### config.mk
export PLATFORM = sky130hd
export DESIGN_NAME = lrk_ctrl
export DESIGN_NICKNAME = d
export VERILOG_FILES = /design/src/hw/rtl/lrk_pkg.sv /design/src/hw/rtl/lrk_ctrl.sv
export SDC_FILE = /design/constraint.sdc
export NUM_CORES = 1
export LEC_CHECK = 0
export BUFFER_PORTS_ARGS = -buffer_cell sky130_fd_sc_hd__buf_2
export CORE_MARGIN = 5
export CORE_UTILIZATION = 62
export DETAILED_ROUTE_END_ITERATION = 10
export GPL_TIMING_DRIVEN = 0
export PLACE_DENSITY = 0.87
export SLEW_MARGIN = 5
export SYNTH_ARGS = -nofsm -noshare
export SYNTH_HDL_FRONTEND = slang
export SYNTH_SLANG_ARGS = --single-unit
export TNS_END_PERCENT = 30
### constraint.sdc
create_clock -name aclk -period 5.7 [get_ports aclk]
set_input_delay 0.57 -clock aclk [delete_from_list [all_inputs] [get_ports aclk]]
set_output_delay 0.57 -clock aclk [all_outputs]
set_load 0.1 [all_outputs]
### src/hw/rtl/lrk_pkg.sv
`default_nettype none

package lrk_pkg;

    // Number format
    localparam int VW = 48;
    localparam int FB = 32;

    // Register widths and indexes
    localparam int GAIN_W = 47;
    localparam int STEP_W = 33;
    localparam int CFG_ADDR_W = 2;
    localparam int CFG_DATA_W = GAIN_W;
    localparam logic [CFG_ADDR_W-1:0] CFG_SIGMA = 2'd0;
    localparam logic [CFG_ADDR_W-1:0] CFG_RHO   = 2'd1;
    localparam logic [CFG_ADDR_W-1:0] CFG_BETA  = 2'd2;
    localparam logic [CFG_ADDR_W-1:0] CFG_STEP  = 2'd3;

    localparam logic [GAIN_W-1:0] SIGMA_RST = GAIN_W'(64'd10 << FB);
    localparam logic [GAIN_W-1:0] RHO_RST   = GAIN_W'(64'd28 << FB);
    localparam logic [GAIN_W-1:0] BETA_RST  = GAIN_W'(((64'd16 << FB) + 64'd3) / 64'd6);
    localparam logic [STEP_W-1:0] STEP_RST  = STEP_W'(((64'd1 << FB) + 64'd500) / 64'd1000);

    localparam logic [VW-1:0] PY_RST = VW'(64'd8 << FB);
    localparam logic [VW-1:0] PX_RST = VW'(-(64'd8 << FB));
    localparam logic [VW-1:0] PZ_RST = VW'(64'd27 << FB);

    localparam logic [VW-1:0] VMAX = {1'b0, {(VW-1){1'b1}}};
    localparam logic [VW-1:0] VMIN = {1'b1, {(VW-1){1'b0}}};

    // Shared multiplier and divide-by-6 unit
    localparam int HW = VW / 2;
    localparam int ACC_W = 2 * VW;
    localparam int RND_W = ACC_W + 1;
    localparam int MUL_LAST = 4;
    localparam int DIV_W = ((VW + 1 + 3) / 4) * 4;
    localparam int DIV_LAST = DIV_W / 4 + 1;
    localparam int CNT_W = $clog2(DIV_LAST + 1);

    // Scratch memory map
    localparam int RAM_DEPTH = 16;
    localparam int RA_W = $clog2(RAM_DEPTH);
    typedef logic [RA_W-1:0] addr_t;
    localparam addr_t A_QX = 4'd12;
    localparam addr_t A_QY = 4'd13;
    localparam addr_t A_QZ = 4'd14;
    localparam addr_t A_T  = 4'd15;

    localparam int PC_W = 7;
    localparam logic [PC_W-1:0] LAST_PC = 7'd79;

    typedef enum logic [2:0] {
        OP_NOP, OP_ADD, OP_SUB, OP_MUL, OP_DIV6
    } op_t;

    typedef enum logic [2:0] {
        SRC_RAM, SRC_PX, SRC_PY, SRC_PZ, SRC_SG, SRC_RH, SRC_BT, SRC_H
    } src_t;

    typedef enum logic [1:0] {
        DST_RAM, DST_PX, DST_PY, DST_PZ
    } dst_t;

    typedef struct packed {
        op_t   op;
        logic  half;
        src_t  sa;
        addr_t aa;
        src_t  sb;
        addr_t ab;
        dst_t  dst;
        addr_t da;
        logic  last;
    } uop_t;

    typedef struct packed {
        logic start;
        logic load;
        logic clr_flag;
        uop_t uop;
    } dp_cmd_t;

    typedef struct packed {
        logic busy;
        logic done;
    } dp_sts_t;

    function automatic src_t p_src(input logic [1:0] i);
        src_t s;
        case (i)
            2'd0:    s = SRC_PX;
            2'd1:    s = SRC_PY;
            default: s = SRC_PZ;
        endcase
        return s;
    endfunction

    function automatic dst_t p_dst(input logic [1:0] i);
        dst_t s;
        case (i)
            2'd0:    s = DST_PX;
            2'd1:    s = DST_PY;
            default: s = DST_PZ;
        endcase
        return s;
    endfunction

    // Three times a small index: base of one k vector in scratch
    function automatic addr_t k_base(input logic [1:0] d);
        return ({2'b00, d} << 1) + {2'b00, d};
    endfunction

    // Step program: four derivative passes, three stage-point updates
    // and the weighted sum per axis, eight slots each.
    function automatic uop_t uop_at(input logic [PC_W-1:0] pc);
        uop_t u;
        logic [3:0] seg;
        logic [2:0] j;
        logic [1:0] d;
        logic [1:0] i;
        addr_t kb;
        src_t qx_s;
        src_t qy_s;
        src_t qz_s;
        seg = pc[6:3];
        j = pc[2:0];
        d = seg[2:1];
        kb = k_base(d);
        i = j[2:1];
        qx_s = (d == 2'd0) ? SRC_PX : SRC_RAM;
        qy_s = (d == 2'd0) ? SRC_PY : SRC_RAM;
        qz_s = (d == 2'd0) ? SRC_PZ : SRC_RAM;
        u = '{op: OP_NOP, half: 1'b0, sa: SRC_RAM, aa: A_T, sb: SRC_RAM, ab: A_T,
              dst: DST_RAM, da: A_T, last: 1'b0};
        case (seg) inside
            4'd0, 4'd2, 4'd4, 4'd6: begin
                case (j)
                    3'd0: begin
                        u.op = OP_SUB; u.sa = qy_s; u.aa = A_QY; u.sb = qx_s; u.ab = A_QX;
                    end
                    3'd1: begin
                        u.op = OP_MUL; u.sa = SRC_SG; u.da = kb;
                    end
                    3'd2: begin
                        u.op = OP_SUB; u.sa = SRC_RH; u.sb = qz_s; u.ab = A_QZ;
                    end
                    3'd3: begin
                        u.op = OP_MUL; u.sa = qx_s; u.aa = A_QX; u.da = kb + 4'd1;
                    end
                    3'd4: begin
                        u.op = OP_SUB; u.aa = kb + 4'd1; u.sb = qy_s; u.ab = A_QY;
                        u.da = kb + 4'd1;
                    end
                    3'd5: begin
                        u.op = OP_MUL; u.sa = qx_s; u.aa = A_QX; u.sb = qy_s; u.ab = A_QY;
                    end
                    3'd6: begin
                        u.op = OP_MUL; u.sa = SRC_BT; u.sb = qz_s; u.ab = A_QZ;
                        u.da = kb + 4'd2;
                    end
                    default: begin
                        u.op = OP_SUB; u.ab = kb + 4'd2; u.da = kb + 4'd2;
                    end
                endcase
            end
            4'd1, 4'd3, 4'd5: begin
                if (j < 3'd6) begin
                    if (!j[0]) begin
                        u.op = OP_MUL; u.half = (d != 2'd2); u.sa = SRC_H;
                        u.ab = kb + {2'b00, i};
                    end else begin
                        u.op = OP_ADD; u.sa = p_src(i); u.da = A_QX + {2'b00, i};
                    end
                end
            end
            4'd7, 4'd8, 4'd9: begin
                i = 2'(seg - 4'd7);
                case (j)
                    3'd0: begin
                        u.op = OP_ADD; u.aa = 4'd3 + {2'b00, i}; u.ab = 4'd3 + {2'b00, i};
                    end
                    3'd1: begin
                        u.op = OP_ADD; u.aa = {2'b00, i};
                    end
                    3'd2: begin
                        u.op = OP_ADD; u.aa = 4'd6 + {2'b00, i}; u.ab = 4'd6 + {2'b00, i};
                        u.da = 4'd3 + {2'b00, i};
                    end
                    3'd3: begin
                        u.op = OP_ADD; u.ab = 4'd3 + {2'b00, i};
                    end
                    3'd4: begin
                        u.op = OP_ADD; u.ab = 4'd9 + {2'b00, i};
                    end
                    3'd5: begin
                        u.op = OP_MUL; u.sa = SRC_H;
                    end
                    3'd6: begin
                        u.op = OP_DIV6;
                    end
                    default: begin
                        u.op = OP_ADD; u.sa = p_src(i); u.dst = p_dst(i);
                        u.last = (i == 2'd2);
                    end
                endcase
            end
            default: u.op = OP_NOP;
        endcase
        return u;
    endfunction

endpackage

`default_nettype wire

### src/hw/rtl/lrk_ctrl.sv
`default_nettype none

module lrk_ctrl import lrk_pkg::*; (
    input  wire logic    aclk,
    input  wire logic    aresetn,
    input  wire logic    s_valid,
    input  wire logic    s_load,
    input  wire logic    out_free,
    input  wire dp_sts_t sts,
    output logic         s_ready,
    output dp_cmd_t      cmd,
    output logic         out_load
);

    typedef enum logic [4:0] {
        ST_IDLE  = 5'b00001,
        ST_FETCH = 5'b00010,
        ST_ISSUE = 5'b00100,
        ST_WAIT  = 5'b01000,
        ST_DONE  = 5'b10000
    } state_t;

    state_t          state_reg, state_next;
    logic [PC_W-1:0] pc_reg, pc_next;
    uop_t            uop;
    logic            accept;

    always_comb begin
        uop = uop_at(pc_reg);
        accept = s_valid && (state_reg == ST_IDLE);
        s_ready = (state_reg == ST_IDLE);
        state_next = state_reg;
        pc_next = pc_reg;
        cmd.start = 1'b0;
        cmd.load = 1'b0;
        cmd.clr_flag = 1'b0;
        cmd.uop = uop;
        out_load = 1'b0;
        unique case (state_reg)
            ST_IDLE: begin
                if (accept) begin
                    cmd.clr_flag = 1'b1;
                    pc_next = '0;
                    if (s_load) begin
                        cmd.load = 1'b1;
                        state_next = ST_DONE;
                    end else begin
                        state_next = ST_FETCH;
                    end
                end
            end
            ST_FETCH: begin
                if (uop.op == OP_NOP) begin
                    pc_next = pc_reg + PC_W'(1);
                end else begin
                    state_next = ST_ISSUE;
                end
            end
            ST_ISSUE: begin
                cmd.start = 1'b1;
                state_next = ST_WAIT;
            end
            ST_WAIT: begin
                if (sts.done) begin
                    if (uop.last) begin
                        state_next = ST_DONE;
                    end else begin
                        pc_next = pc_reg + PC_W'(1);
                        state_next = ST_FETCH;
                    end
                end
            end
            ST_DONE: begin
                if (out_free) begin
                    out_load = 1'b1;
                    state_next = ST_IDLE;
                end
            end
            default: state_next = ST_IDLE;
        endcase
    end

    always_ff @(posedge aclk) begin
        if (!aresetn) begin
            state_reg <= ST_IDLE;
            pc_reg    <= '0;
        end else begin
            state_reg <= state_next;
            pc_reg    <= pc_next;
        end
    end

`ifndef ASSERT_OFF
    a_start_in_issue: assert property (@(posedge aclk) disable iff (!aresetn)
        cmd.start |-> state_reg == ST_ISSUE)
        else $error("datapath start outside issue state");

    a_done_in_wait: assert property (@(posedge aclk) disable iff (!aresetn)
        sts.done |-> state_reg == ST_WAIT)
        else $error("datapath done while controller not waiting");

    a_idle_not_busy: assert property (@(posedge aclk) disable iff (!aresetn)
        s_ready |-> !sts.busy)
        else $error("input ready while datapath busy");

    a_pc_range: assert property (@(posedge aclk) disable iff (!aresetn)
        pc_reg <= LAST_PC)
        else $error("program counter past end of step program");

    a_issue_then_busy: assert property (@(posedge aclk) disable iff (!aresetn)
        cmd.start |=> sts.busy)
        else $error("datapath not busy after start");
`endif

endmodule

`default_nettype wire

# ---- Word-level counts from Yosys, hierarchy flattened
# Cells that the tools add are included.
dict set report word_totals {
  register_bits 12
  in_bits 7
  output_inout_bits 30
  elab_cells 135
}
dict set report classes {
  addsub 10
  magnitude_cmp 1
  n_eq_ne 30
  muxes 69
  n_reduce_logical 23
}
# cell n
set ops {}
lappend ops {{two-way mux 4 bit} 14}
lappend ops {{case mux 4 bit (3 select lines)} 4}
lappend ops {{two-way mux 7 bit} 5}
lappend ops {{two-way mux 5 bit} 6}
lappend ops {{case mux 5 bit (5 select lines)} 1}
lappend ops {{two-way mux 3 bit} 8}
lappend ops {{case mux 7 bit (3 select lines)} 1}
lappend ops {{two-way mux 2 bit} 9}
lappend ops {{== test 4 x 3 -> 1 bit (second input constant)} 4}
lappend ops {{case mux 4 bit (4 select lines)} 1}
lappend ops {{case mux 3 bit (5 select lines)} 1}
lappend ops {{two-way mux 1 bit} 13}
lappend ops {{!= test 2 bit (second input constant)} 6}
lappend ops {{case mux 2 bit (2 select lines)} 3}
lappend ops {{case mux 3 bit (2 select lines)} 2}
lappend ops {{OR reduction 2 bit} 6}
lappend ops {{== test 3 bit (second input constant)} 3}
lappend ops {{OR reduction 3 bit} 3}
lappend ops {{== test 4 x 2 -> 1 bit (second input constant)} 2}
lappend ops {{== test 4 bit (second input constant)} 2}
lappend ops {{OR reduction 4 bit} 2}
lappend ops {{adder 7 x 1 -> 7 bit (second input constant)} 1}
lappend ops {{OR reduction 7 bit} 1}
lappend ops {{== test 3 x 2 -> 1 bit (second input constant)} 2}
lappend ops {{29 further kinds} 33}

# ---- Logic depth before layout (Yosys ltp)
dict set report logic_depth {
  word_depth 9
  mapped_depth 9
  depth_no_buf 8
}

# ---- Least setup slack after synthesis
# Ideal clock, no wire load.
dict set report synth_path {
  path_type {register to output}
  from {register pc_reg[4]}
  to {output cmd[10] (netlist bit)}
  arrival_time_ps 3962
  required_time_ps 5130
  path_slack_ps 1168
  path_stages_with_launch 9
  n_path_buf 0
  path_cell_list {dfxtp_1 > inv_1 > ha_1 > ha_1 > a21o_1 > nand2_1 > xnor2_1 > o22ai_1 > o21ai_0}
}
# item line
set synth_rtl {}
lappend synth_rtl {{start, declared} lrk_ctrl.sv:24} ;# logic [PC_W-1:0] pc_reg, pc_next;
lappend synth_rtl {{start signal, assigned} lrk_ctrl.sv:89} ;# pc_reg <= pc_next;
lappend synth_rtl {{end, declared} lrk_ctrl.sv:11} ;# output dp_cmd_t cmd,

==> summary.md <==
| Metric | Value |
|---|---|
| Final ANT Viol Nets | `0` |
| Post-CTS setup repair buffer count | `0` |
| Post-Layout Cell Count | `365` |
| Clk sinks | `12` |
| Height of the die | `67.81 µm` |
| CP Buf/Inv Count | `4` |
| WP depth | `8` |
| Max incr delay on CP | `680 ps` |
| Buffers on Ports | `34` |
| CP required | `5130 ps` |
| Yosys Warn Count | `0` |
| H-tree lvl count | `1` |
| Grt ovf | `0` |
| Unrepaired setup endpoints after global routing | `false` |
| Placed insts | `361` |
| Switch share | `47.88%` |
| Hold-fix buffers at CTS | `0` |
| WL/cell | `17.04 µm` |
| Layout cells sized above 1 | `21.32%` |
| Reg power frac | `30.4%` |
| Starting Density | `63.09%` |
| Final Slew Violations | `0` |
| Final Cycle Share | `71.56%` |
| Row count | `21` |
| Nets | `349` |
| Total CTS buffers | `3` |
| Io pins | `37` |
| Core area | `3284 µm²` |
| Final Skew | `6.362 ps` |
| Syn Nets | `310` |
| Final GP Congestion | `0.9807` |
| Min-delay worst type | `in -> reg` |
| Die Wd | `67.81 µm` |
| Switching pwr | `0.1488 mW` |
| Period minus WS final | `4079 ps` |
| Synth unique cells | `67` |
| Total number of vias | `2408` |
| Post-synth ARST share | `0%` |
| Number of global-route vias before repair | `2182` |
| Area contributors post-synth | `ha_1, dfxtp_1, nor2_1` |
| Startpoint types | `flip-flop` |
| DRC viols | `0` |
| Post-cts resize count | `0` |
| Post-synth top cells | `nor2_1, ha_1, nand2_1, a21oi_1, o21ai_0` |
| DRT Pass-1 Iters | `5` |
| Yosys top cell by area | `ha_1` |
| Fillcell total | `294` |
| Hpwl dp | `4.706 mm` |
| R2R setup slack | `2840 ps` |
| Tightest Pin Transition | `672.6 ps` |
| Clk pwr share | `22.0%` |
| CP Class | `reg -> out` |
| Crit path cell chain | `inv_1 > ha_1 > o21bai_1 > clkbuf_1 > clkbuf_1 > o221ai_1 > o21ai_1 > buf_2` |
| Reg2Reg Depth | `7` |
| FF+latch count, synth | `12` |
| Synthesis-to-layout area growth | `12.74%` |
| Routed vias/inst | `6.597` |
| Crit path capture type | `output port` |
| CP delay by family, top | `buffers and inverters` |
| Total die area | `4598 µm²` |
| CTS Buffer Depth | `2` |
| 1st-iter DRT viols | `248` |
| Synth Cell Area | `2072 µm²` |
| Setup TNS | `0 ps` |
| Sequential share of the synthesized area | `11.59%` |
| Endpoints failing setup | `0` |
| Slew headroom | `54.99%` |
| Static Leakage | `0.9744 nW` |
| Largest net degree at the start of global routing | `13` |
| CP arrival | `3510 ps` |
| First-pass GRT wire length | `10.38 mm` |
| Syn Inst Count | `281` |
| Top-count cell post-synth | `nor2_1` |
| Status | `completed` |
| CP max-delay cell | `dfxtp_1` |
| Crit-path most repeated cell | `clkbuf_1` |
| Worst-Skew Late Latency | `270 ps` |
| GRT Total Usage | `28.84%` |
| Top-area cell type share of the netlist area | `12.68%` |
| Fmax | `0.2452 GHz` |
| CTS tree | `built` |
| Post-route setup slack | `1621 ps` |
| Mapped Avg Cell Area | `7.374 µm²` |
| Power density cells | `133.0 nW/µm²` |
| Dpl ws | `2011 ps` |
| Top_reg_cell synth | `dfxtp_1` |
| Clock transition at the registers of the reported paths | `80 ps` |
| Max-cap viol count | `0` |
| CP max FO | `12` |
| Final core utilization | `71.12%` |
| Final Hold Vio Count | `0` |
| Clock root buffer | `clkbuf_4` |
| N_diodes | `0` |
| WL final | `6.220 mm` |
| Worst vdd ir | `241.3 µV` |
| Post-synth EDFFs | `0` |
| Worst Hold Depth | `2` |
| Internal | `0.1619 mW` |
| Max reg flops | `7` |
| Initial antenna violation count | `0` |
| Combinational Power Share | `47.6%` |
-- cell families after synthesis --
kind of cell / Yosys count / share of synthesized area [%]
compound gates: 100 / 34.78
flops: 12 / 11.59
xor+xnor: 6 / 2.536
simple gates: 108 / 29.41
other cells: 1 / 0.1810
buf+inv: 28 / 5.858
mux: 4 / 1.993
fa+ha+maj: 22 / 13.65
-- placed cells by master (no fill, tap or decap), types with 4 or more instances in the layout --
cell,n
buf_2,38
o21ai_0,18
ha_1,21
nand3b_1,4
nor2b_1,6
nand3_1,5
inv_1,13
a22oi_1,4
o211ai_1,5
o22ai_1,5
clkbuf_1,7
dfxtp_1,12
nor2_1,38
nand2b_1,4
nor3_1,6
nand2_1,20
a21oi_1,18
o32ai_1,4
o21a_1,7
xor2_1,4
-- final cells by class --
type                       count  area (µm²)  area share, %
inverter                      14       52.55          2.250
clock buffer                   4       36.28          1.553
timing repair buffer          34       170.2          7.284
multi-input combinational    241        1710          73.22
sequential                    12       240.2          10.28
buffer                        14       68.82          2.946
tap                           46       57.56          2.464
-- routing by layer --
| metal | share of wire (%) | global-route usage [%] | up-vias |
|---|---|---|---|
| met2 | 46 | 46.78 | 143 |
| met5 | 0 | 0 | - |
| met4 | 3.6 | 10.42 | 0 |
| met3 | 8.8 | 3.448 | 34 |
| met1 | 41 | 39.17 | 1110 |
| li1 | - | - | 1121 |
-- path summary, 6_finish.rpt --
check | end | start
worst min-delay path | state_reg[0] | aresetn
worst min register to register | pc_reg[6] | pc_reg[6]
worst max register to register | pc_reg[0] | pc_reg[4]
worst max-delay path | cmd[7] | pc_reg[4]
-- metrics by stage --
stage | hold slack (ps) | total power [mW] | area [µm²]
3_3_place_gp | 578.3 | 0.2409 | 2300
4_1_cts | 537.2 | 0.3110 | 2336
2_1_floorplan | 545.2 | 0.2194 | 2072
5_1_grt | 553.0 | 0.3269 | 2336
6_report | 542.3 | 0.3107 | 2336
3_5_place_dp | 592.3 | 0.2418 | 2300
-- power groups by stage --
| stage | sequential [mW] | combinational, mW | clock (mW) |
|---|---|---|---|
| 6_report | 0.0944 | 0.148 | 0.0684 |
| 5_1_grt | 0.0954 | 0.156 | 0.0754 |
| 3_5_place_dp | 0.0962 | 0.146 | 0 |
| 2_1_floorplan | 0.0948 | 0.125 | 0 |
| 3_3_place_gp | 0.0958 | 0.145 | 0 |
| 4_1_cts | 0.0942 | 0.147 | 0.0700 |
-- worst reg2reg max path, stage by stage (launching register included) --
cell and delay, ps:
dfxtp_1 680, inv_1 370, ha_1 350, o21bai_1 250
o211ai_1 220, o21a_1 250, a211oi_1 480, o22ai_1 140
No activity file was read; power rests on OpenSTA's default activity.
